`src/rtl/dsfp_pkg.sv`:
```
// Shared types and constants for the direction sector quantizer.
`default_nettype none
package dsfp_pkg;

    // Sector boundaries inside one quadrant lie at 8, 23, 38, 53, 68 and 83 degrees.
    localparam int NUM_BOUND        = 6;
    localparam int SECTORS_PER_QUAD = 6;
    localparam int NUM_SECTORS      = 24;
    localparam int SECTOR_W         = 5;
    localparam int COUNT_W          = 3;

    // Boundary tangents in units of 1e-12, split into a high and a low part.
    localparam int TAN_W = 43;
    localparam int TL_W  = 22;
    localparam int TH_W  = TAN_W - TL_W;

    localparam logic [TAN_W-1:0] BOUND_TAN [NUM_BOUND] = '{
        43'd140540834702,
        43'd424474816210,
        43'd781285626507,
        43'd1327044821620,
        43'd2475086853416,
        43'd8144346427975
    };

    // 1e12 = 5^12 * 2^12
    localparam int               SCALE_ODD_W = 28;
    localparam logic [SCALE_ODD_W-1:0] SCALE_ODD = 28'd244140625;
    localparam int               SCALE_SHIFT = 12;

    typedef logic [1:0]          t_quad;
    typedef logic [COUNT_W-1:0]  t_count;
    typedef logic [SECTOR_W-1:0] t_sector;

    localparam t_quad QUAD_0 = 2'd0;
    localparam t_quad QUAD_1 = 2'd1;
    localparam t_quad QUAD_2 = 2'd2;
    localparam t_quad QUAD_3 = 2'd3;

    localparam t_sector SECTOR_NONE = 5'd0;

endpackage
`default_nettype wire

```
`src/rtl/dsfp_if.sv`:
```
// Point-pair and sector channel interfaces.
`default_nettype none
interface dsfp_pt_if #(parameter int COORD_BITS = 8);
    logic                         valid;
    logic                         ready;
    logic signed [COORD_BITS-1:0] src_x;
    logic signed [COORD_BITS-1:0] src_y;
    logic signed [COORD_BITS-1:0] dst_x;
    logic signed [COORD_BITS-1:0] dst_y;

    modport source (output valid, output src_x, output src_y, output dst_x,
                    output dst_y, input ready);
    modport sink   (input valid, input src_x, input src_y, input dst_x,
                    input dst_y, output ready);
endinterface

interface dsfp_sec_if;
    logic                 valid;
    logic                 ready;
    dsfp_pkg::t_sector    sector;

    modport source (output valid, output sector, input ready);
    modport sink   (input valid, input sector, output ready);
endinterface
`default_nettype wire

```
`src/rtl/dsfp_fold.sv`:
```
// Difference vector and quarter-turn fold into the first quadrant.
`default_nettype none
module dsfp_fold #(
    parameter int COORD_BITS = 8
) (
    input  logic                         i_clk,
    input  logic                         i_rst_n,
    input  logic                         i_valid,
    output logic                         o_ready,
    input  logic signed [COORD_BITS-1:0] i_src_x,
    input  logic signed [COORD_BITS-1:0] i_src_y,
    input  logic signed [COORD_BITS-1:0] i_dst_x,
    input  logic signed [COORD_BITS-1:0] i_dst_y,
    output logic                         o_valid,
    input  logic                         i_ready,
    output logic [COORD_BITS-1:0]        o_a,
    output logic [COORD_BITS-1:0]        o_b,
    output dsfp_pkg::t_quad              o_quad,
    output logic                         o_zero
);
    import dsfp_pkg::*;

    localparam int DW = COORD_BITS + 1;

    logic signed [DW-1:0]  dx, dy, ndx, ndy;
    logic                  dx_neg, dy_neg, dx_nz, dy_nz;
    logic [COORD_BITS-1:0] n_a, n_b;
    t_quad                 n_quad;

    logic                  r_v;
    logic [COORD_BITS-1:0] r_a, r_b;
    t_quad                 r_quad;
    logic                  r_zero;

    assign dx  = DW'(i_src_x) - DW'(i_dst_x);
    assign dy  = DW'(i_dst_y) - DW'(i_src_y);
    assign ndx = -dx;
    assign ndy = -dy;

    assign dx_neg = dx[DW-1];
    assign dy_neg = dy[DW-1];
    assign dx_nz  = (dx != '0);
    assign dy_nz  = (dy != '0);

    // Rotate by quarter turns until dx >= 0 and dy > 0.
    always_comb begin
        if (!dx_neg && dy_nz && !dy_neg) begin
            n_quad = QUAD_0;
            n_a    = dx[COORD_BITS-1:0];
            n_b    = dy[COORD_BITS-1:0];
        end else if ((dy_neg || !dy_nz) && dx_nz && !dx_neg) begin
            n_quad = QUAD_1;
            n_a    = ndy[COORD_BITS-1:0];
            n_b    = dx[COORD_BITS-1:0];
        end else if ((dx_neg || !dx_nz) && dy_neg) begin
            n_quad = QUAD_2;
            n_a    = ndx[COORD_BITS-1:0];
            n_b    = ndy[COORD_BITS-1:0];
        end else begin
            n_quad = QUAD_3;
            n_a    = dy[COORD_BITS-1:0];
            n_b    = ndx[COORD_BITS-1:0];
        end
    end

    assign o_ready = !r_v || i_ready;

    always_ff @(posedge i_clk) begin
        if (!i_rst_n) begin
            r_v <= 1'b0;
        end else if (o_ready) begin
            r_v <= i_valid;
        end
        if (o_ready && i_valid) begin
            r_a    <= n_a;
            r_b    <= n_b;
            r_quad <= n_quad;
            r_zero <= !dx_nz && !dy_nz;
        end
    end

    assign o_valid = r_v;
    assign o_a     = r_a;
    assign o_b     = r_b;
    assign o_quad  = r_quad;
    assign o_zero  = r_zero;

endmodule
`default_nettype wire

```
`src/rtl/dsfp_mult.sv`:
```
// Two-stage constant products against the boundary tangents.
`default_nettype none
module dsfp_mult #(
    parameter int COORD_BITS = 8
) (
    input  logic                   i_clk,
    input  logic                   i_rst_n,
    input  logic                   i_valid,
    output logic                   o_ready,
    input  logic [COORD_BITS-1:0]  i_a,
    input  logic [COORD_BITS-1:0]  i_b,
    input  dsfp_pkg::t_quad        i_quad,
    input  logic                   i_zero,
    output logic                   o_valid,
    input  logic                   i_ready,
    output logic [COORD_BITS+dsfp_pkg::SCALE_ODD_W-1:0] o_lhs,
    output logic [COORD_BITS+dsfp_pkg::TL_W-1:0]        o_pl [dsfp_pkg::NUM_BOUND],
    output logic [COORD_BITS+dsfp_pkg::TH_W-1:0]        o_ph [dsfp_pkg::NUM_BOUND],
    output dsfp_pkg::t_quad        o_quad,
    output logic                   o_zero
);
    import dsfp_pkg::*;

    localparam int LW  = COORD_BITS + SCALE_ODD_W;
    localparam int PLW = COORD_BITS + TL_W;
    localparam int PHW = COORD_BITS + TH_W;

    logic                  adv2, adv3;

    // Stage 2: odd part of the scale on a, low tangent parts on b.
    logic                  r_s2_v;
    logic [LW-1:0]         r_s2_lhs;
    logic [PLW-1:0]        r_s2_pl [NUM_BOUND];
    logic [COORD_BITS-1:0] r_s2_b;
    t_quad                 r_s2_quad;
    logic                  r_s2_zero;

    // Stage 3: high tangent parts on b.
    logic                  r_s3_v;
    logic [LW-1:0]         r_s3_lhs;
    logic [PLW-1:0]        r_s3_pl [NUM_BOUND];
    logic [PHW-1:0]        r_s3_ph [NUM_BOUND];
    t_quad                 r_s3_quad;
    logic                  r_s3_zero;

    logic [LW-1:0]         n_s2_lhs;
    logic [PLW-1:0]        n_s2_pl [NUM_BOUND];
    logic [PHW-1:0]        n_s3_ph [NUM_BOUND];

    assign adv3    = !r_s3_v || i_ready;
    assign adv2    = !r_s2_v || adv3;
    assign o_ready = adv2;

    always_comb begin
        n_s2_lhs = LW'(i_a) * LW'(SCALE_ODD);
        for (int k = 0; k < NUM_BOUND; k++) begin
            n_s2_pl[k] = PLW'(i_b) * PLW'(BOUND_TAN[k][TL_W-1:0]);
            n_s3_ph[k] = PHW'(r_s2_b) * PHW'(BOUND_TAN[k][TAN_W-1:TL_W]);
        end
    end

    always_ff @(posedge i_clk) begin
        if (!i_rst_n) begin
            r_s2_v <= 1'b0;
            r_s3_v <= 1'b0;
        end else begin
            if (adv2) begin
                r_s2_v <= i_valid;
            end
            if (adv3) begin
                r_s3_v <= r_s2_v;
            end
        end
        if (adv2 && i_valid) begin
            r_s2_lhs  <= n_s2_lhs;
            r_s2_pl   <= n_s2_pl;
            r_s2_b    <= i_b;
            r_s2_quad <= i_quad;
            r_s2_zero <= i_zero;
        end
        if (adv3 && r_s2_v) begin
            r_s3_lhs  <= r_s2_lhs;
            r_s3_pl   <= r_s2_pl;
            r_s3_ph   <= n_s3_ph;
            r_s3_quad <= r_s2_quad;
            r_s3_zero <= r_s2_zero;
        end
    end

    assign o_valid = r_s3_v;
    assign o_lhs   = r_s3_lhs;
    assign o_pl    = r_s3_pl;
    assign o_ph    = r_s3_ph;
    assign o_quad  = r_s3_quad;
    assign o_zero  = r_s3_zero;

endmodule
`default_nettype wire

```
`src/rtl/dsfp_sector.sv`:
```
// Boundary compare, crossing count and sector output register.
`default_nettype none
module dsfp_sector #(
    parameter int COORD_BITS = 8
) (
    input  logic                   i_clk,
    input  logic                   i_rst_n,
    input  logic                   i_valid,
    output logic                   o_ready,
    input  logic [COORD_BITS+dsfp_pkg::SCALE_ODD_W-1:0] i_lhs,
    input  logic [COORD_BITS+dsfp_pkg::TL_W-1:0]        i_pl [dsfp_pkg::NUM_BOUND],
    input  logic [COORD_BITS+dsfp_pkg::TH_W-1:0]        i_ph [dsfp_pkg::NUM_BOUND],
    input  dsfp_pkg::t_quad        i_quad,
    input  logic                   i_zero,
    output logic                   o_valid,
    input  logic                   i_ready,
    output dsfp_pkg::t_sector      o_sector
);
    import dsfp_pkg::*;

    localparam int CW = COORD_BITS + TAN_W + 1;

    logic [CW-1:0] lhs;
    logic [CW-1:0] rhs [NUM_BOUND];
    t_count        count;
    t_sector       sum, wrapped, n_sector;

    logic          r_v;
    t_sector       r_sector;

    // a * 1e12 > b * tan, with both sides rebuilt from their partial products.
    always_comb begin
        lhs   = CW'(i_lhs) << SCALE_SHIFT;
        count = '0;
        for (int k = 0; k < NUM_BOUND; k++) begin
            rhs[k] = (CW'(i_ph[k]) << TL_W) + CW'(i_pl[k]);
            count  = count + COUNT_W'(lhs > rhs[k]);
        end
        sum     = SECTOR_W'(i_quad) * SECTOR_W'(SECTORS_PER_QUAD) + SECTOR_W'(count);
        // Only the last crossing of the fourth quadrant reaches a full turn.
        wrapped = (sum == SECTOR_W'(NUM_SECTORS)) ? '0 : sum;
        n_sector = i_zero ? SECTOR_NONE : wrapped + SECTOR_W'(1);
    end

    assign o_ready = !r_v || i_ready;

    always_ff @(posedge i_clk) begin
        if (!i_rst_n) begin
            r_v <= 1'b0;
        end else if (o_ready) begin
            r_v <= i_valid;
        end
        if (o_ready && i_valid) begin
            r_sector <= n_sector;
        end
    end

    assign o_valid  = r_v;
    assign o_sector = r_sector;

endmodule
`default_nettype wire

```
`src/rtl/direction_sector_from_points.sv`:
```
// Top level: facing sector 1..24 of the direction between two points, 0 if they coincide.
// Four stages: fold, low products, high products, compare and count.
// Throughput: one point pair per cycle while results are taken; a stage refills as soon as it empties.
// Reset clears the stage valid bits only; no clearing pass, no state.
`default_nettype none
module direction_sector_from_points #(
    parameter int COORD_BITS = 8
) (
    input  logic            i_clk,
    input  logic            i_rst_n,
    dsfp_pt_if.sink         i_pt,
    dsfp_sec_if.source      o_sec
);
    import dsfp_pkg::*;

    // Fold stage to multiply stages.
    logic                  w_fold_valid, w_fold_ready;
    logic [COORD_BITS-1:0] w_a, w_b;
    t_quad                 w_fold_quad;
    logic                  w_fold_zero;

    // Multiply stages to compare stage.
    logic                  w_mul_valid, w_mul_ready;
    logic [COORD_BITS+SCALE_ODD_W-1:0] w_lhs;
    logic [COORD_BITS+TL_W-1:0]        w_pl [NUM_BOUND];
    logic [COORD_BITS+TH_W-1:0]        w_ph [NUM_BOUND];
    t_quad                 w_mul_quad;
    logic                  w_mul_zero;

    // Difference vector, turned into dx >= 0, dy > 0 with its quarter-turn count.
    dsfp_fold #(.COORD_BITS(COORD_BITS)) u_fold (
        .i_clk   (i_clk),
        .i_rst_n (i_rst_n),
        .i_valid (i_pt.valid),
        .o_ready (i_pt.ready),
        .i_src_x (i_pt.src_x),
        .i_src_y (i_pt.src_y),
        .i_dst_x (i_pt.dst_x),
        .i_dst_y (i_pt.dst_y),
        .o_valid (w_fold_valid),
        .i_ready (w_fold_ready),
        .o_a     (w_a),
        .o_b     (w_b),
        .o_quad  (w_fold_quad),
        .o_zero  (w_fold_zero)
    );

    // Exact products against the boundary tangents, split over two stages.
    dsfp_mult #(.COORD_BITS(COORD_BITS)) u_mult (
        .i_clk   (i_clk),
        .i_rst_n (i_rst_n),
        .i_valid (w_fold_valid),
        .o_ready (w_fold_ready),
        .i_a     (w_a),
        .i_b     (w_b),
        .i_quad  (w_fold_quad),
        .i_zero  (w_fold_zero),
        .o_valid (w_mul_valid),
        .i_ready (w_mul_ready),
        .o_lhs   (w_lhs),
        .o_pl    (w_pl),
        .o_ph    (w_ph),
        .o_quad  (w_mul_quad),
        .o_zero  (w_mul_zero)
    );

    // Count crossed boundaries, add six per quarter turn, wrap, hold until taken.
    dsfp_sector #(.COORD_BITS(COORD_BITS)) u_sector (
        .i_clk    (i_clk),
        .i_rst_n  (i_rst_n),
        .i_valid  (w_mul_valid),
        .o_ready  (w_mul_ready),
        .i_lhs    (w_lhs),
        .i_pl     (w_pl),
        .i_ph     (w_ph),
        .i_quad   (w_mul_quad),
        .i_zero   (w_mul_zero),
        .o_valid  (o_sec.valid),
        .i_ready  (o_sec.ready),
        .o_sector (o_sec.sector)
    );

`ifndef SYNTHESIS
    // A sector never leaves the 0..24 range.
    a_sector_range: assert property (@(posedge i_clk) disable iff (!i_rst_n)
        o_sec.valid |-> (o_sec.sector <= SECTOR_W'(NUM_SECTORS)))
        else $error("sector out of range");

    // Input backpressure only comes from a stalled result at the output.
    a_stall_source: assert property (@(posedge i_clk) disable iff (!i_rst_n)
        !i_pt.ready |-> (o_sec.valid && !o_sec.ready))
        else $error("input stalled without an output stall");

    // A new result only appears after the multiply stages held an item.
    a_result_origin: assert property (@(posedge i_clk) disable iff (!i_rst_n)
        $rose(o_sec.valid) |-> $past(w_mul_valid))
        else $error("result without a preceding item");
`endif

endmodule
`default_nettype wire
```
`src/flat_wrapper.sv`:
```
// flat-port wrapper written by rule: the top's interface ports become plain ports
module direction_sector_from_points_flat import dsfp_pkg::*;
#(
    parameter int COORD_BITS = 8
)
  (i_clk, i_rst_n, i_pt_valid, i_pt_src_x, i_pt_src_y, i_pt_dst_x, i_pt_dst_y, i_pt_ready, o_sec_valid, o_sec_sector, o_sec_ready);
  dsfp_pt_if #(.COORD_BITS(COORD_BITS)) i_pt_i ();
  dsfp_sec_if o_sec_i ();
  input  logic i_clk;
  input  logic i_rst_n;
  input wire logic [$bits(i_pt_i.valid)-1:0] i_pt_valid;
  input wire logic [$bits(i_pt_i.src_x)-1:0] i_pt_src_x;
  input wire logic [$bits(i_pt_i.src_y)-1:0] i_pt_src_y;
  input wire logic [$bits(i_pt_i.dst_x)-1:0] i_pt_dst_x;
  input wire logic [$bits(i_pt_i.dst_y)-1:0] i_pt_dst_y;
  output wire logic [$bits(i_pt_i.ready)-1:0] i_pt_ready;
  output wire logic [$bits(o_sec_i.valid)-1:0] o_sec_valid;
  output wire logic [$bits(o_sec_i.sector)-1:0] o_sec_sector;
  input wire logic [$bits(o_sec_i.ready)-1:0] o_sec_ready;
  assign i_pt_i.valid = i_pt_valid;
  assign i_pt_i.src_x = i_pt_src_x;
  assign i_pt_i.src_y = i_pt_src_y;
  assign i_pt_i.dst_x = i_pt_dst_x;
  assign i_pt_i.dst_y = i_pt_dst_y;
  assign i_pt_ready = i_pt_i.ready;
  assign o_sec_valid = o_sec_i.valid;
  assign o_sec_sector = o_sec_i.sector;
  assign o_sec_i.ready = o_sec_ready;
  direction_sector_from_points #(.COORD_BITS(COORD_BITS)) u_core (.i_clk(i_clk), .i_rst_n(i_rst_n), .i_pt(i_pt_i), .o_sec(o_sec_i));
endmodule
```
`config.mk`:
```
export PLATFORM = sky130hd
export DESIGN_NAME = direction_sector_from_points_flat
export DESIGN_NICKNAME = d
export VERILOG_FILES = /design/src/rtl/dsfp_pkg.sv /design/src/rtl/dsfp_if.sv /design/src/rtl/dsfp_fold.sv /design/src/rtl/dsfp_mult.sv /design/src/rtl/dsfp_sector.sv /design/src/rtl/direction_sector_from_points.sv /design/src/flat_wrapper.sv
export SDC_FILE = /design/constraint.sdc
export NUM_CORES = 2
export LEC_CHECK = 0
export ABC_AREA = 0
export BUFFER_PORTS_ARGS = -buffer_cell sky130_fd_sc_hd__buf_4
export CAP_MARGIN = 20
export CELL_PAD_IN_SITES_DETAIL_PLACEMENT = 1
export CELL_PAD_IN_SITES_GLOBAL_PLACEMENT = 1
export CORE_UTILIZATION = 53
export DETAILED_ROUTE_END_ITERATION = 16
export PLACE_DENSITY_LB_ADDON = 0.1
export SLEW_MARGIN = 20
export SYNTH_ARGS = -nofsm -noshare
export SYNTH_HDL_FRONTEND = slang
export SYNTH_SLANG_ARGS = --single-unit
```
`constraint.sdc`:
```
create_clock -name i_clk -period 23.1 [get_ports i_clk]
set_clock_uncertainty 0.05 [all_clocks]
set_input_delay 4.62 -clock i_clk [delete_from_list [all_inputs] [get_ports i_clk]]
set_output_delay 4.62 -clock i_clk [all_outputs]
set_load 0.01 [all_outputs]
```
==> summary.txt <==
Post-CTS Setup Inserts: 0
HPWL after DPL: 121 mm
clock insertion delay at the later pin of the skew report: 660 ps
period utilization: 45.2%
Hold Crit Class: reg -> reg
count leader, synth: ha_1
Fin. Hold Viols: 0
top cell type by total area after synthesis: edfxtp_1
first-pass GRT wire length: 232 mm
Post-DRT Antenna Nets: 0
CTS Hold Bufs: 0
mux share of post-synthesis cell area: 0.224%
async set-or-reset flop fraction in the synthesized netlist: 0%
CP endpoint: i_pt_ready
launching element type of the critical path: input port
area of the core: 92200 um2
final setup margin: 12670 ps
cts bufs inserted: 68
Peak Freq: 95.9 MHz
CP required: 18430 ps
synthesized instance count: 4540
Top Ports: 43
Post-synth EDFFs: 543
Setup TNS: 0 ps
vias in the first global route: 38500
Setup-failing EPs final: 0
Yosys warning count: 0
Post-synth top cells: ha_1 (893), inv_1 (635), edfxtp_1 (543)
status: finished, final reports clean
row cnt: 111
register clock-pin slew on the reported worst setup and hold paths: 60 ps
register bit count reported by yosys: 547
routability cong.: 0.985
vias per cell: 5.99
post-layout min period: 10430 ps
Die Y: 308 um
worst setup path start: o_sec_ready
adder-cell area share of the yosys netlist: 34.4%
Final nets: 5923
initial core utilization: 53.9%
syn avg cell area: 10.9 um2
Rel. slew slack: 29.7%
total grt overflow: 0
crit path DAT: 5760 ps
CTS Sinks: 547
synthesized net count: 5765
Simple-Gate Fraction of Synth Area: 8.73%
CTS HTree Levels: 3
post-synthesis compound-gate area fraction: 11.5%
Final Slew Violations: 0
reg2reg end: u_core.u_sector.o_sector[3]
largest net degree at the start of global routing: 72
total wire length: 154 mm
# DRC: 0
Distinct cells, synth: 83
RSZ-0062 raised after global routing: no
sequential-to-total area share from yosys stat: 33.0%
Crit Path Category: in -> out
worst slew pin tran: 1040 ps
FF-to-FF setup slack: 14530 ps
antenna violations before repair: 6
Max Root-Sink Buffers: 3
Critical Path End Type: primary output
number of buffers added on ports: 42
Mapped Area: 49700 um2
TritonCTS clock tree: built
post-CTS resize count: 0
critical path fanouts, max: 6
largest family of logic cells by synthesized area: adder cells
share of the synthesized area in the top cell type: 32.8%
leading post-synthesis cells by cell area: edfxtp_1 (33%), ha_1 (22%), fa_1 (12%)
xor/xnor share of the synthesized area: 7.12%
pre-CTS setup slack: 12680 ps
die width: 308 um
worst r2r src: u_core.u_mult.o_pl[0]
max-capacitance violation count: 0
drt pass-1 iters: 5
Total GRT Usage: 33.0%
ratio of cells with drive above 1 in the final layout: 5.37%
area grow syn2layout: 9.27%
First DRT Iteration DRCs: 2240
die area: 94900 um2
WL/cell: 25.6 um
Synth Flop Type: edfxtp_1
FF-to-FF path depth: 29
Root Buffer: clkbuf_16
Vias: 35900
==> per-layer routing <==
| metal | global-route usage [%] | wire [um] | share of wire [%] |
|---|---|---|---|
| met5 | 0 | 14 | 0.0091 |
| met4 | 17.0 | 8540 | 5.6 |
| met3 | 4.03 | 7950 | 5.2 |
| met2 | 56.9 | 74800 | 49 |
| met1 | 40.5 | 62400 | 41 |
==> per-stage QoR <==
stage	util, %	hold WS [ps]	cells	area [um2]
after floorplan	-	350	4540	49700
after global placement	56.4	350	5871	52000
after detailed placement	56.4	356	5871	52000
after CTS	58.8	364	5990	54300
after global routing	58.8	370	5990	54300
final	58.8	360	5994	54300
==> cells by family after synthesis <==
logic type | Yosys count
compound gates | 871
xor+xnor | 404
fa+ha+maj | 1189
buf+inv | 653
flops | 547
mux | 11
simple gates | 865
==> worst max-delay path, stage by stage <==
cell	delay [ps]
buf_4	110
nor2b_1	210
and2_0	490
nand3_1	160
buf_4	170
==> final cells by class <==
type / instances / area (um2)
sequential: 547 / 16400
clock inverter: 45 / 563
timing repair buffer: 106 / 796
antenna: 4 / 10.0
multi-input combinational: 3340 / 30800
clock buffer: 74 / 1720
fill: 9857 / 38000
inverter: 635 / 2380
tap: 1243 / 1560
==> worst min-delay path by stage <==
stage,startpoint,end,depth (start not counted)
global placement,u_core.u_mult.r_s2_pl[100],u_core.u_mult.o_pl[100],0
global route,u_core.u_mult.r_s2_pl[86],u_core.u_mult.o_pl[86],0
finish,u_core.u_mult.r_s2_pl[8],u_core.u_mult.o_pl[8],0
detailed placement,u_core.u_mult.r_s2_pl[15],u_core.u_mult.o_pl[15],0
CTS,u_core.u_mult.r_s2_pl[86],u_core.u_mult.o_pl[86],0
floorplan,u_core.u_mult.r_s2_lhs[0],u_core.u_mult.o_lhs[0],0
==> placed cells by master, fill, tap and decap left out, types with 8 or more instances in the layout <==
| cell | netlist | final |
|---|---|---|
| a211oi_1 | 23 | 23 |
| a21boi_0 | 14 | 13 |
| a21o_1 | 181 | 181 |
| a21oi_1 | 250 | 250 |
| a31o_2 | 9 | 9 |
| a31oi_1 | 37 | 36 |
| and2_1 | 15 | 15 |
| and3_1 | 56 | 56 |
| buf_4 | 1 | 106 |
| bufinv_16 | 0 | 8 |
| clkbuf_16 | 0 | 68 |
| clkinv_1 | 0 | 10 |
| clkinv_2 | 0 | 9 |
| edfxtp_1 | 543 | 543 |
| fa_1 | 296 | 296 |
| ha_1 | 893 | 893 |
| inv_1 | 635 | 635 |
| mux2i_1 | 10 | 10 |
| nand2_1 | 171 | 171 |
| nand2b_1 | 40 | 40 |
| nand3_1 | 95 | 95 |
| nand4_1 | 69 | 69 |
| nor2_1 | 209 | 209 |
| nor2b_1 | 53 | 52 |
| nor3_1 | 63 | 63 |
| nor4_1 | 17 | 16 |
| o2111ai_1 | 12 | 12 |
| o211ai_1 | 20 | 20 |
| o21a_1 | 39 | 39 |
| o21ai_0 | 119 | 119 |
| o21bai_1 | 40 | 40 |
| o31a_1 | 9 | 9 |
| o31ai_1 | 19 | 19 |
| or2_2 | 23 | 23 |
| or3_1 | 16 | 16 |
| xnor2_1 | 264 | 264 |
| xor2_1 | 140 | 140 |
==> sequential cells by signal (all words and copies together) (netlist names), 5 cells and up <==
register                  cells
u_core.u_sector.o_sector      5
u_core.u_mult.r_s2_b          7
u_core.u_mult.r_s2_pl       148
u_core.u_fold.o_a             8
u_core.u_mult.r_s2_lhs       36
u_core.u_mult.o_ph          138
u_core.u_fold.o_b             8
u_core.u_mult.o_lhs          36
u_core.u_mult.o_pl          148
Power is left out: the tool's default activity adds up to more than one toggle a clock period on the data nets, which glitch-free logic cannot reach.
